==> src/hw/rtl/assert_macros.svh <==
// Assertion macros used by the RTL. Define ASSERT_OFF to drop them.
`ifndef ASSERT_MACROS_SVH
`define ASSERT_MACROS_SVH

`ifndef ASSERT_OFF

`define ASSERT_IMPLY(name, clk, rst_n, ante, cons) \
    name: assert property (@(posedge clk) disable iff (!rst_n) (ante) |-> (cons)) \
        else $error("implication check failed");

`define ASSERT_NEXT(name, clk, rst_n, ante, cons) \
    name: assert property (@(posedge clk) disable iff (!rst_n) (ante) |=> (cons)) \
        else $error("next-cycle check failed");

`else

`define ASSERT_IMPLY(name, clk, rst_n, ante, cons)

`define ASSERT_NEXT(name, clk, rst_n, ante, cons)

`endif

`endif

==> src/hw/rtl/btc_pkg.sv <==
`timescale 1ns / 1ps

package btc_pkg;

    localparam int unsigned CFG_DATA_BITS  = 32;
    localparam int unsigned CFG_INDEX_BITS = 1;
    localparam int unsigned COUNT_BITS     = 8;
    localparam int unsigned DUR_BITS       = 32;
    localparam int unsigned STAMP_BITS     = 32;

    localparam logic [CFG_INDEX_BITS-1:0] REG_HOLD_INTERVAL  = 1'b0;
    localparam logic [CFG_INDEX_BITS-1:0] REG_COUNT_INTERVAL = 1'b1;

    localparam logic [CFG_DATA_BITS-1:0] HOLD_INTERVAL_RESET  = 32'd1000000;
    localparam logic [CFG_DATA_BITS-1:0] COUNT_INTERVAL_RESET = 32'd200000;

    localparam logic [COUNT_BITS-1:0] COUNT_MAX = 8'hFF;

    localparam logic [COUNT_BITS-1:0] COUNT_NONE   = 8'd0;
    localparam logic [COUNT_BITS-1:0] COUNT_SINGLE = 8'd1;
    localparam logic [COUNT_BITS-1:0] COUNT_DOUBLE = 8'd2;
    localparam logic [COUNT_BITS-1:0] COUNT_TRIPLE = 8'd3;

    localparam logic [2:0] TAP_NONE   = 3'b000;
    localparam logic [2:0] TAP_SINGLE = 3'b001;
    localparam logic [2:0] TAP_DOUBLE = 3'b010;
    localparam logic [2:0] TAP_TRIPLE = 3'b100;

    typedef struct packed {
        logic                  button_level;
        logic [STAMP_BITS-1:0] now_us;
    } t_in_word;

    typedef struct packed {
        logic                  level_seen;
        logic                  pressed;
        logic                  hold_flag;
        logic [COUNT_BITS-1:0] tap_count;
        logic                  single_tap;
        logic                  double_tap;
        logic                  triple_tap;
        logic [DUR_BITS-1:0]   press_duration;
    } t_out_word;

    typedef struct packed {
        logic [CFG_DATA_BITS-1:0] hold_interval;
        logic [CFG_DATA_BITS-1:0] count_interval;
    } t_cfg;

endpackage

==> src/hw/rtl/btc_in_reg.sv <==
`timescale 1ns / 1ps

module btc_in_reg (
    input  logic              i_clk,
    input  logic              i_rst_n,
    input  logic              i_valid,
    output logic              o_stall,
    input  btc_pkg::t_in_word i_word,
    input  logic              i_advance,
    output logic              o_valid,
    output btc_pkg::t_in_word o_word
);

    logic              r_valid;
    logic              n_valid;
    btc_pkg::t_in_word r_word;
    logic              w_load;

    assign o_stall = r_valid && !i_advance;
    assign w_load  = i_valid && !o_stall;
    assign n_valid = w_load || (r_valid && !i_advance);
    assign o_valid = r_valid;
    assign o_word  = r_word;

    always_ff @(posedge i_clk) begin
        if (!i_rst_n) begin
            r_valid <= 1'b0;
        end else begin
            r_valid <= n_valid;
        end
    end

    always_ff @(posedge i_clk) begin
        if (w_load) begin
            r_word <= i_word;
        end
    end

endmodule

==> src/hw/rtl/btc_core.sv <==
`timescale 1ns / 1ps

module btc_core #(
    parameter int unsigned TIME_BITS = 32
) (
    input  logic               i_clk,
    input  logic               i_rst_n,
    input  logic               i_fire,
    input  btc_pkg::t_in_word  i_word,
    input  btc_pkg::t_cfg      i_cfg,
    output btc_pkg::t_out_word o_result
);

    localparam int unsigned CMP_BITS =
        (TIME_BITS > btc_pkg::CFG_DATA_BITS) ? TIME_BITS : btc_pkg::CFG_DATA_BITS;
    localparam int unsigned EXT_BITS = TIME_BITS + btc_pkg::STAMP_BITS;

    logic                           r_pressed;
    logic                           r_hold;
    logic [TIME_BITS-1:0]           r_mark;
    logic [btc_pkg::COUNT_BITS-1:0] r_count;
    logic [2:0]                     r_flags;
    logic [btc_pkg::DUR_BITS-1:0]   r_dur;

    logic                           n_pressed;
    logic                           n_hold;
    logic [TIME_BITS-1:0]           n_mark;
    logic [btc_pkg::COUNT_BITS-1:0] n_count;
    logic [btc_pkg::COUNT_BITS-1:0] w_count_upd;
    logic [2:0]                     n_flags;
    logic [btc_pkg::DUR_BITS-1:0]   n_dur;

    logic [EXT_BITS-1:0]  w_now_ext;
    logic [TIME_BITS-1:0] w_now;
    logic [TIME_BITS-1:0] w_elapsed;
    logic [CMP_BITS-1:0]  w_el_wide;
    logic                 w_over_hold;
    logic                 w_over_count;
    logic                 w_tap_release;
    logic                 w_idle;

    assign w_now_ext    = {{TIME_BITS{1'b0}}, i_word.now_us};
    assign w_now        = w_now_ext[TIME_BITS-1:0];
    assign w_elapsed    = w_now - r_mark;
    assign w_el_wide    = CMP_BITS'(w_elapsed);
    assign w_over_hold  = w_el_wide > CMP_BITS'(i_cfg.hold_interval);
    assign w_over_count = w_el_wide > CMP_BITS'(i_cfg.count_interval);

    always_comb begin
        n_pressed     = r_pressed;
        n_hold        = r_hold;
        n_mark        = r_mark;
        w_count_upd   = r_count;
        n_dur         = r_dur;
        n_flags       = r_flags;
        w_tap_release = 1'b0;

        if (i_word.button_level) begin
            if (!r_pressed) begin
                n_pressed = 1'b1;
                n_mark    = w_now;
            end else if (w_over_hold) begin
                n_hold = 1'b1;
            end
        end else if (r_hold) begin
            n_hold      = 1'b0;
            n_pressed   = 1'b0;
            w_count_upd = btc_pkg::COUNT_NONE;
        end else if (r_pressed) begin
            w_tap_release = 1'b1;
            n_pressed     = 1'b0;
            n_dur         = w_el_wide[btc_pkg::DUR_BITS-1:0];
            n_mark        = w_now;
            if (r_count != btc_pkg::COUNT_MAX) begin
                w_count_upd = r_count + btc_pkg::COUNT_BITS'(1);
            end
        end

        // A fresh mark measures zero elapsed time, so only an untouched mark can expire.
        w_idle  = !n_pressed && !w_tap_release && w_over_count;
        n_count = w_count_upd;
        if (w_idle) begin
            case (w_count_upd)
                btc_pkg::COUNT_NONE:   n_flags = btc_pkg::TAP_NONE;
                btc_pkg::COUNT_SINGLE: n_flags = btc_pkg::TAP_SINGLE;
                btc_pkg::COUNT_DOUBLE: n_flags = btc_pkg::TAP_DOUBLE;
                btc_pkg::COUNT_TRIPLE: n_flags = btc_pkg::TAP_TRIPLE;
                default:               n_flags = r_flags;
            endcase
            n_count = btc_pkg::COUNT_NONE;
        end
    end

    always_ff @(posedge i_clk) begin
        if (!i_rst_n) begin
            r_pressed <= 1'b0;
            r_hold    <= 1'b0;
            r_mark    <= '0;
            r_count   <= '0;
            r_flags   <= '0;
            r_dur     <= '0;
        end else if (i_fire) begin
            r_pressed <= n_pressed;
            r_hold    <= n_hold;
            r_mark    <= n_mark;
            r_count   <= n_count;
            r_flags   <= n_flags;
            r_dur     <= n_dur;
        end
    end

    always_comb begin
        o_result.level_seen     = i_word.button_level;
        o_result.pressed        = n_pressed;
        o_result.hold_flag      = n_hold;
        o_result.tap_count      = n_count;
        o_result.single_tap     = n_flags[0];
        o_result.double_tap     = n_flags[1];
        o_result.triple_tap     = n_flags[2];
        o_result.press_duration = n_dur;
    end

endmodule

==> src/hw/rtl/button_tap_hold_classifier.sv <==
`timescale 1ns / 1ps
// A word accepted into the input register has its result registered in the result
// register. Throughput: one word per cycle while the output is not stalled; the input
// register and the result register each advance whenever the next stage is free,
// so stalls cost no bubbles. Reset clears all press, tap and duration state, empties
// both registers and restores the interval registers to their default values.

`include "assert_macros.svh"

module button_tap_hold_classifier #(
    parameter int unsigned TIME_BITS = 32
) (
    input  logic                               i_clk,
    input  logic                               i_rst_n,
    input  logic                               i_in_valid,
    output logic                               o_in_stall,
    input  btc_pkg::t_in_word                  i_in,
    output logic                               o_out_valid,
    input  logic                               i_out_stall,
    output btc_pkg::t_out_word                 o_out,
    input  logic                               i_cfg_valid,
    output logic                               o_cfg_ready,
    input  logic [btc_pkg::CFG_INDEX_BITS-1:0] i_cfg_index,
    input  logic [btc_pkg::CFG_DATA_BITS-1:0]  i_cfg_data
);

    btc_pkg::t_cfg      r_cfg;
    btc_pkg::t_out_word r_out;
    btc_pkg::t_out_word w_result;
    btc_pkg::t_in_word  w_stage_word;
    logic               r_out_valid;
    logic               n_out_valid;
    logic               w_stage_valid;
    logic               w_fire;
    logic [2:0]         w_tap_flags;

    assign o_cfg_ready = 1'b1;

    always_ff @(posedge i_clk) begin
        if (!i_rst_n) begin
            r_cfg.hold_interval  <= btc_pkg::HOLD_INTERVAL_RESET;
            r_cfg.count_interval <= btc_pkg::COUNT_INTERVAL_RESET;
        end else if (i_cfg_valid && o_cfg_ready) begin
            unique case (i_cfg_index)
                btc_pkg::REG_HOLD_INTERVAL:  r_cfg.hold_interval  <= i_cfg_data;
                btc_pkg::REG_COUNT_INTERVAL: r_cfg.count_interval <= i_cfg_data;
                default: ;
            endcase
        end
    end

    assign w_fire = w_stage_valid && (!r_out_valid || !i_out_stall);

    btc_in_reg u_in_reg (
        .i_clk     (i_clk),
        .i_rst_n   (i_rst_n),
        .i_valid   (i_in_valid),
        .o_stall   (o_in_stall),
        .i_word    (i_in),
        .i_advance (w_fire),
        .o_valid   (w_stage_valid),
        .o_word    (w_stage_word)
    );

    btc_core #(
        .TIME_BITS (TIME_BITS)
    ) u_core (
        .i_clk    (i_clk),
        .i_rst_n  (i_rst_n),
        .i_fire   (w_fire),
        .i_word   (w_stage_word),
        .i_cfg    (r_cfg),
        .o_result (w_result)
    );

    assign n_out_valid = w_fire || (r_out_valid && i_out_stall);

    always_ff @(posedge i_clk) begin
        if (!i_rst_n) begin
            r_out_valid <= 1'b0;
        end else begin
            r_out_valid <= n_out_valid;
        end
    end

    always_ff @(posedge i_clk) begin
        if (w_fire) begin
            r_out <= w_result;
        end
    end

    assign o_out_valid = r_out_valid;
    assign o_out       = r_out;
    assign w_tap_flags = {r_out.triple_tap, r_out.double_tap, r_out.single_tap};

    `ASSERT_IMPLY(a_hold_needs_press, i_clk, i_rst_n, r_out_valid && r_out.hold_flag, r_out.pressed)
    `ASSERT_IMPLY(a_one_tap_class, i_clk, i_rst_n, r_out_valid, $onehot0(w_tap_flags))
    `ASSERT_NEXT(a_free_slot_fills, i_clk, i_rst_n, w_stage_valid && !r_out_valid, r_out_valid)

endmodule

==> config.mk <==
export PLATFORM = sky130hd
export DESIGN_NAME = button_tap_hold_classifier
export DESIGN_NICKNAME = d
export VERILOG_FILES = /design/src/hw/rtl/btc_pkg.sv /design/src/hw/rtl/btc_in_reg.sv /design/src/hw/rtl/btc_core.sv /design/src/hw/rtl/button_tap_hold_classifier.sv
export VERILOG_INCLUDE_DIRS = /design/src /design/src/hw/rtl
export SDC_FILE = /design/constraint.sdc
export NUM_CORES = 1
export LEC_CHECK = 0
export ABC_AREA = 1
export BUFFER_PORTS_ARGS = -buffer_cell sky130_fd_sc_hd__buf_4
export CAP_MARGIN = 40
export CORE_ASPECT_RATIO = 0.7
export CORE_MARGIN = 2
export CORE_UTILIZATION = 40
export DETAILED_ROUTE_END_ITERATION = 10
export GPL_TIMING_DRIVEN = 0
export PLACE_DENSITY = 0.65
export SLEW_MARGIN = 20
export SYNTH_ARGS = -nofsm -noshare
export SYNTH_HDL_FRONTEND = slang
export SYNTH_HIERARCHICAL = 1
export SYNTH_SLANG_ARGS = --single-unit
==> constraint.sdc <==
create_clock -name i_clk -period 5.57 [get_ports i_clk]
set_input_delay 0.8355 -clock i_clk [delete_from_list [all_inputs] [get_ports i_clk]]
set_output_delay 0.8355 -clock i_clk [all_outputs]
set_load 0.005 [all_outputs]
==> flow_summary_export.csv <==
group,metric,value,unit
status,status,"completed",
global_route,grt_max_degree,29,
synthesis,synth-edff-count,79,
placement,pre_cts_ws,1.32,ns
timing,fin_crit_sh,78.2,%
clocking,cts_tree,"done",
pwr,power.total,4.74,mW
global_route,grt-ovfl-total,0,
clocking,clock_latency,0.54,ns
setup_path,cp.required,5.87,ns
setup_path,path_max_fanout,5,
die,core_area,30900,µm²
synthesis,ys_seq_area_share,42.0,%
die,die_h,152,µm
clocking,cts_buffer_depth,3,
global_route,grt_usage,21.7,%
layout,drive_gt1_share,13.7,%
synthesis,synthCells,1643,
clocking,clk_pin_slew,0.06,ns
run,max-cap-violations,0,
synthesis,synth_top_area_share,22.9,%
timing,tightest_slew,0.693,ns
synthesis,synth_nets,1811,
layout,utilization,47.8,%
min_path,hp-class,"register to register",
setup_path,slowest_stage,"nor4_1",
synthesis,yosysTopAreaCell,"dfxtp_1",
placement,hpwl,28.4,mm
setup_path,crit_chain,"ha_1 -> a21oi_1 -> o21ai_0 -> a21oi_1 -> nand2_1 -> nand3_1 -> nand3_1 -> and2_1 -> ha_1 -> nand2_1 -> nor2_1 -> nand4_1 -> nor4_1 -> nand3_1 -> nand2_1 -> inv_1 -> nand2_1 -> a21oi_1 -> buf_4",
clocking,numCtsBuffers,24,
clocking,cts_root_buf,"clkbuf_16",
timing,slew_headroom,53.8,%
timing,period_needed,4.35,ns
detailed_routing,drc,0,
detailed_routing,firstDrtPassIters,6,
global_route,grt_pass1_vias,10200,
detailed_routing,detail_route.wl_per_cell,15.9,µm
timing,fmax,0.230,GHz
global_route,use_met1,31.4,%
placement,place.gp.congestion,0.931,
detailed_routing,vias_per_cell,4.98,
clocking,cts_hold_buf,0,
synthesis,yosys_warnings,6,
synthesis,ys.flop_type,"dfxtp_1",
pwr,p_leak,7.01,nW
synthesis,syn_area,12500,µm²
global_route,grt_first_pass_wirelength,55.0,mm
pwr,powerDensity,320,nW/µm²
global_route,global_route.usage.met3,4.57,%
timing,finalClockSkew,0.0165,ns
layout,final_common_cell,"nand2_1",
setup_path,cp_data_arrival_time,4.66,ns
synthesis,async_flop_share,0,%
timing,final_max_slew_viol_count,0,
setup_path,path_class,"register to register",
synthesis,syn_avg_cell_area,7.59,µm²
synthesis,synth-seq-cells,222,
global_route,antenna_found_initial,0,
layout,most-common-layout-cells,"305 x nand2_1, 271 x inv_1, 178 x nor2_1",
die,die_x,215,µm
setup_path,critPathMaxStageDelay,0.49,ns
die,io_pins,120,
layout,nets,1957,
synthesis,yosys-top-cells-area,"dfxtp_1 23%, edfxtp_1 19%, ha_1 9.6%, nand2_1 9.2%, inv_1 8.2%",
timing,hold_slack,0.455,ns
setup_path,critPathCaptureType,"register",
detailed_routing,ant_nets,0,
timing,setup_violations,0,
detailed_routing,num_vias,11100,
layout,antenna_cells,0,
global_route,use_met2,33.4,%
timing,rsz0062_at_grt,"false",
clocking,cts_sinks,222,
pwr,ir_drop,0.000225,V
setup_path,startpoint_type,"register",
layout,fill_cells,3111,
timing,hold_viol_final,0,
placement,port_buffers,117,
timing,setup_ws,1.22,ns
clocking,cts_max_level,1,
die,start_util,40.3,%
synthesis,synthDistinctLibCells,46,
detailed_routing,drt_wl_total,35.5,mm
layout,area_growth_syn_to_layout,18.6,%
setup_path,path_common_cell,"nand2_1",
clocking,cts_resized,0,
die,rows,54,
detailed_routing,drt_iter0_drc,911,
global_route,grt-busiest-layer,"met2",
die,die-area,32600,µm²
clocking,cts_setup_buffers,0,
==> power breakdown <==
group / switching, mW / leakage [nW] / internal, mW / total, mW
combinational: 0.771 / 4.67 / 0.439 / 1.21
sequential: 0.0566 / 1.94 / 1.81 / 1.87
clock: 0.683 / 0.395 / 0.976 / 1.66
==> sequential cells by signal, summed over array words and instances (netlist names) <==
register and cells:
u_in_reg/o_valid 1, o_out 46, u_core/r_pressed 1, o_out_valid 1, u_core/r_dur 32, u_core/r_flags 3
u_core/r_mark 32, r_cfg 64, u_core/r_hold 1, u_in_reg/o_word 33, u_core/r_count 8
==> worst paths after layout <==
| check | from | to | slack (ns) | cells past startpoint |
|---|---|---|---|---|
| worst max-delay path | u_in_reg/o_word[14] | o_out[43] | 1.22 | 19 |
| worst min-delay path | u_core/r_mark[30] | u_core/r_mark[30] | 0.46 | 2 |
| worst max register to register | u_in_reg/o_word[14] | o_out[43] | 1.22 | 19 |
| worst min register to register | u_core/r_mark[30] | u_core/r_mark[30] | 0.46 | 2 |
==> area by class of cell <==
| class | count | area [µm²] | area share (%) |
|---|---|---|---|
| clock inverter | 15 | 173 | 1.17 |
| clock buffer | 29 | 649 | 4.39 |
| tap | 420 | 526 | 3.55 |
| timing repair buffer | 120 | 953 | 6.44 |
| multi-input combinational | 1084 | 5890 | 39.8 |
| buffer | 57 | 322 | 2.17 |
| sequential | 222 | 5240 | 35.4 |
| inverter | 280 | 1050 | 7.10 |
==> synthesized netlist by cell type, drive strengths merged, types with 3 or more instances <==
library cell	n
nand2	318
inv	279
nor2	187
dfxtp	143
a21oi	137
o21ai	133
nand3	121
ha	96
edfxtp	79
clkbuf	30
buf	27
or2	16
nand4	15
nor3	9
xor2	9
o21bai	7
o21a	6
a21o	5
and2	5
nor4	4
xnor2	3
==> per-stage QoR <==
stage	cells	setup TNS [ns]	area, µm²
after floorplan	1643	0	12500
final	2227	0	14800
after detailed placement	2183	0	14000
after CTS	2227	0	14800
after global routing	2227	0	14800
after global placement	2180	-91.25	13900
==> critical path: cells and delay by family (launching register included) <==
| kind | cells | cell delay (ns) |
|---|---|---|
| AO/OA/AOI/OAI | 4 | 0.96 |
| adder cells (fa/ha/maj) | 2 | 0.73 |
| buffers and inverters | 2 | 0.18 |
| flip-flops | 1 | 0.39 |
| AND/OR/NAND/NOR | 11 | 1.85 |
==> cell families (layout without fill, tap and decap cells) <==
kind of cell | Yosys count | count (layout) | synth area share (%)
flops | 222 | 222 | 42.0
buf+inv | 337 | 501 | 11.0
other cells | 1 | 1 | 0.0301
fa+ha+maj | 97 | 97 | 9.79
xor+xnor | 12 | 12 | 0.843
compound gates | 296 | 296 | 12.6
simple gates | 678 | 678 | 23.8
==> per-layer routing <==
metal / share of wire, % / vias to the layer above
met5: 0 / -
met4: 1.5 / 0
met3: 7.4 / 41
met2: 42 / 333
met1: 49 / 5106
li1: - / 5604
No activity file was read; power rests on OpenSTA's default activity.
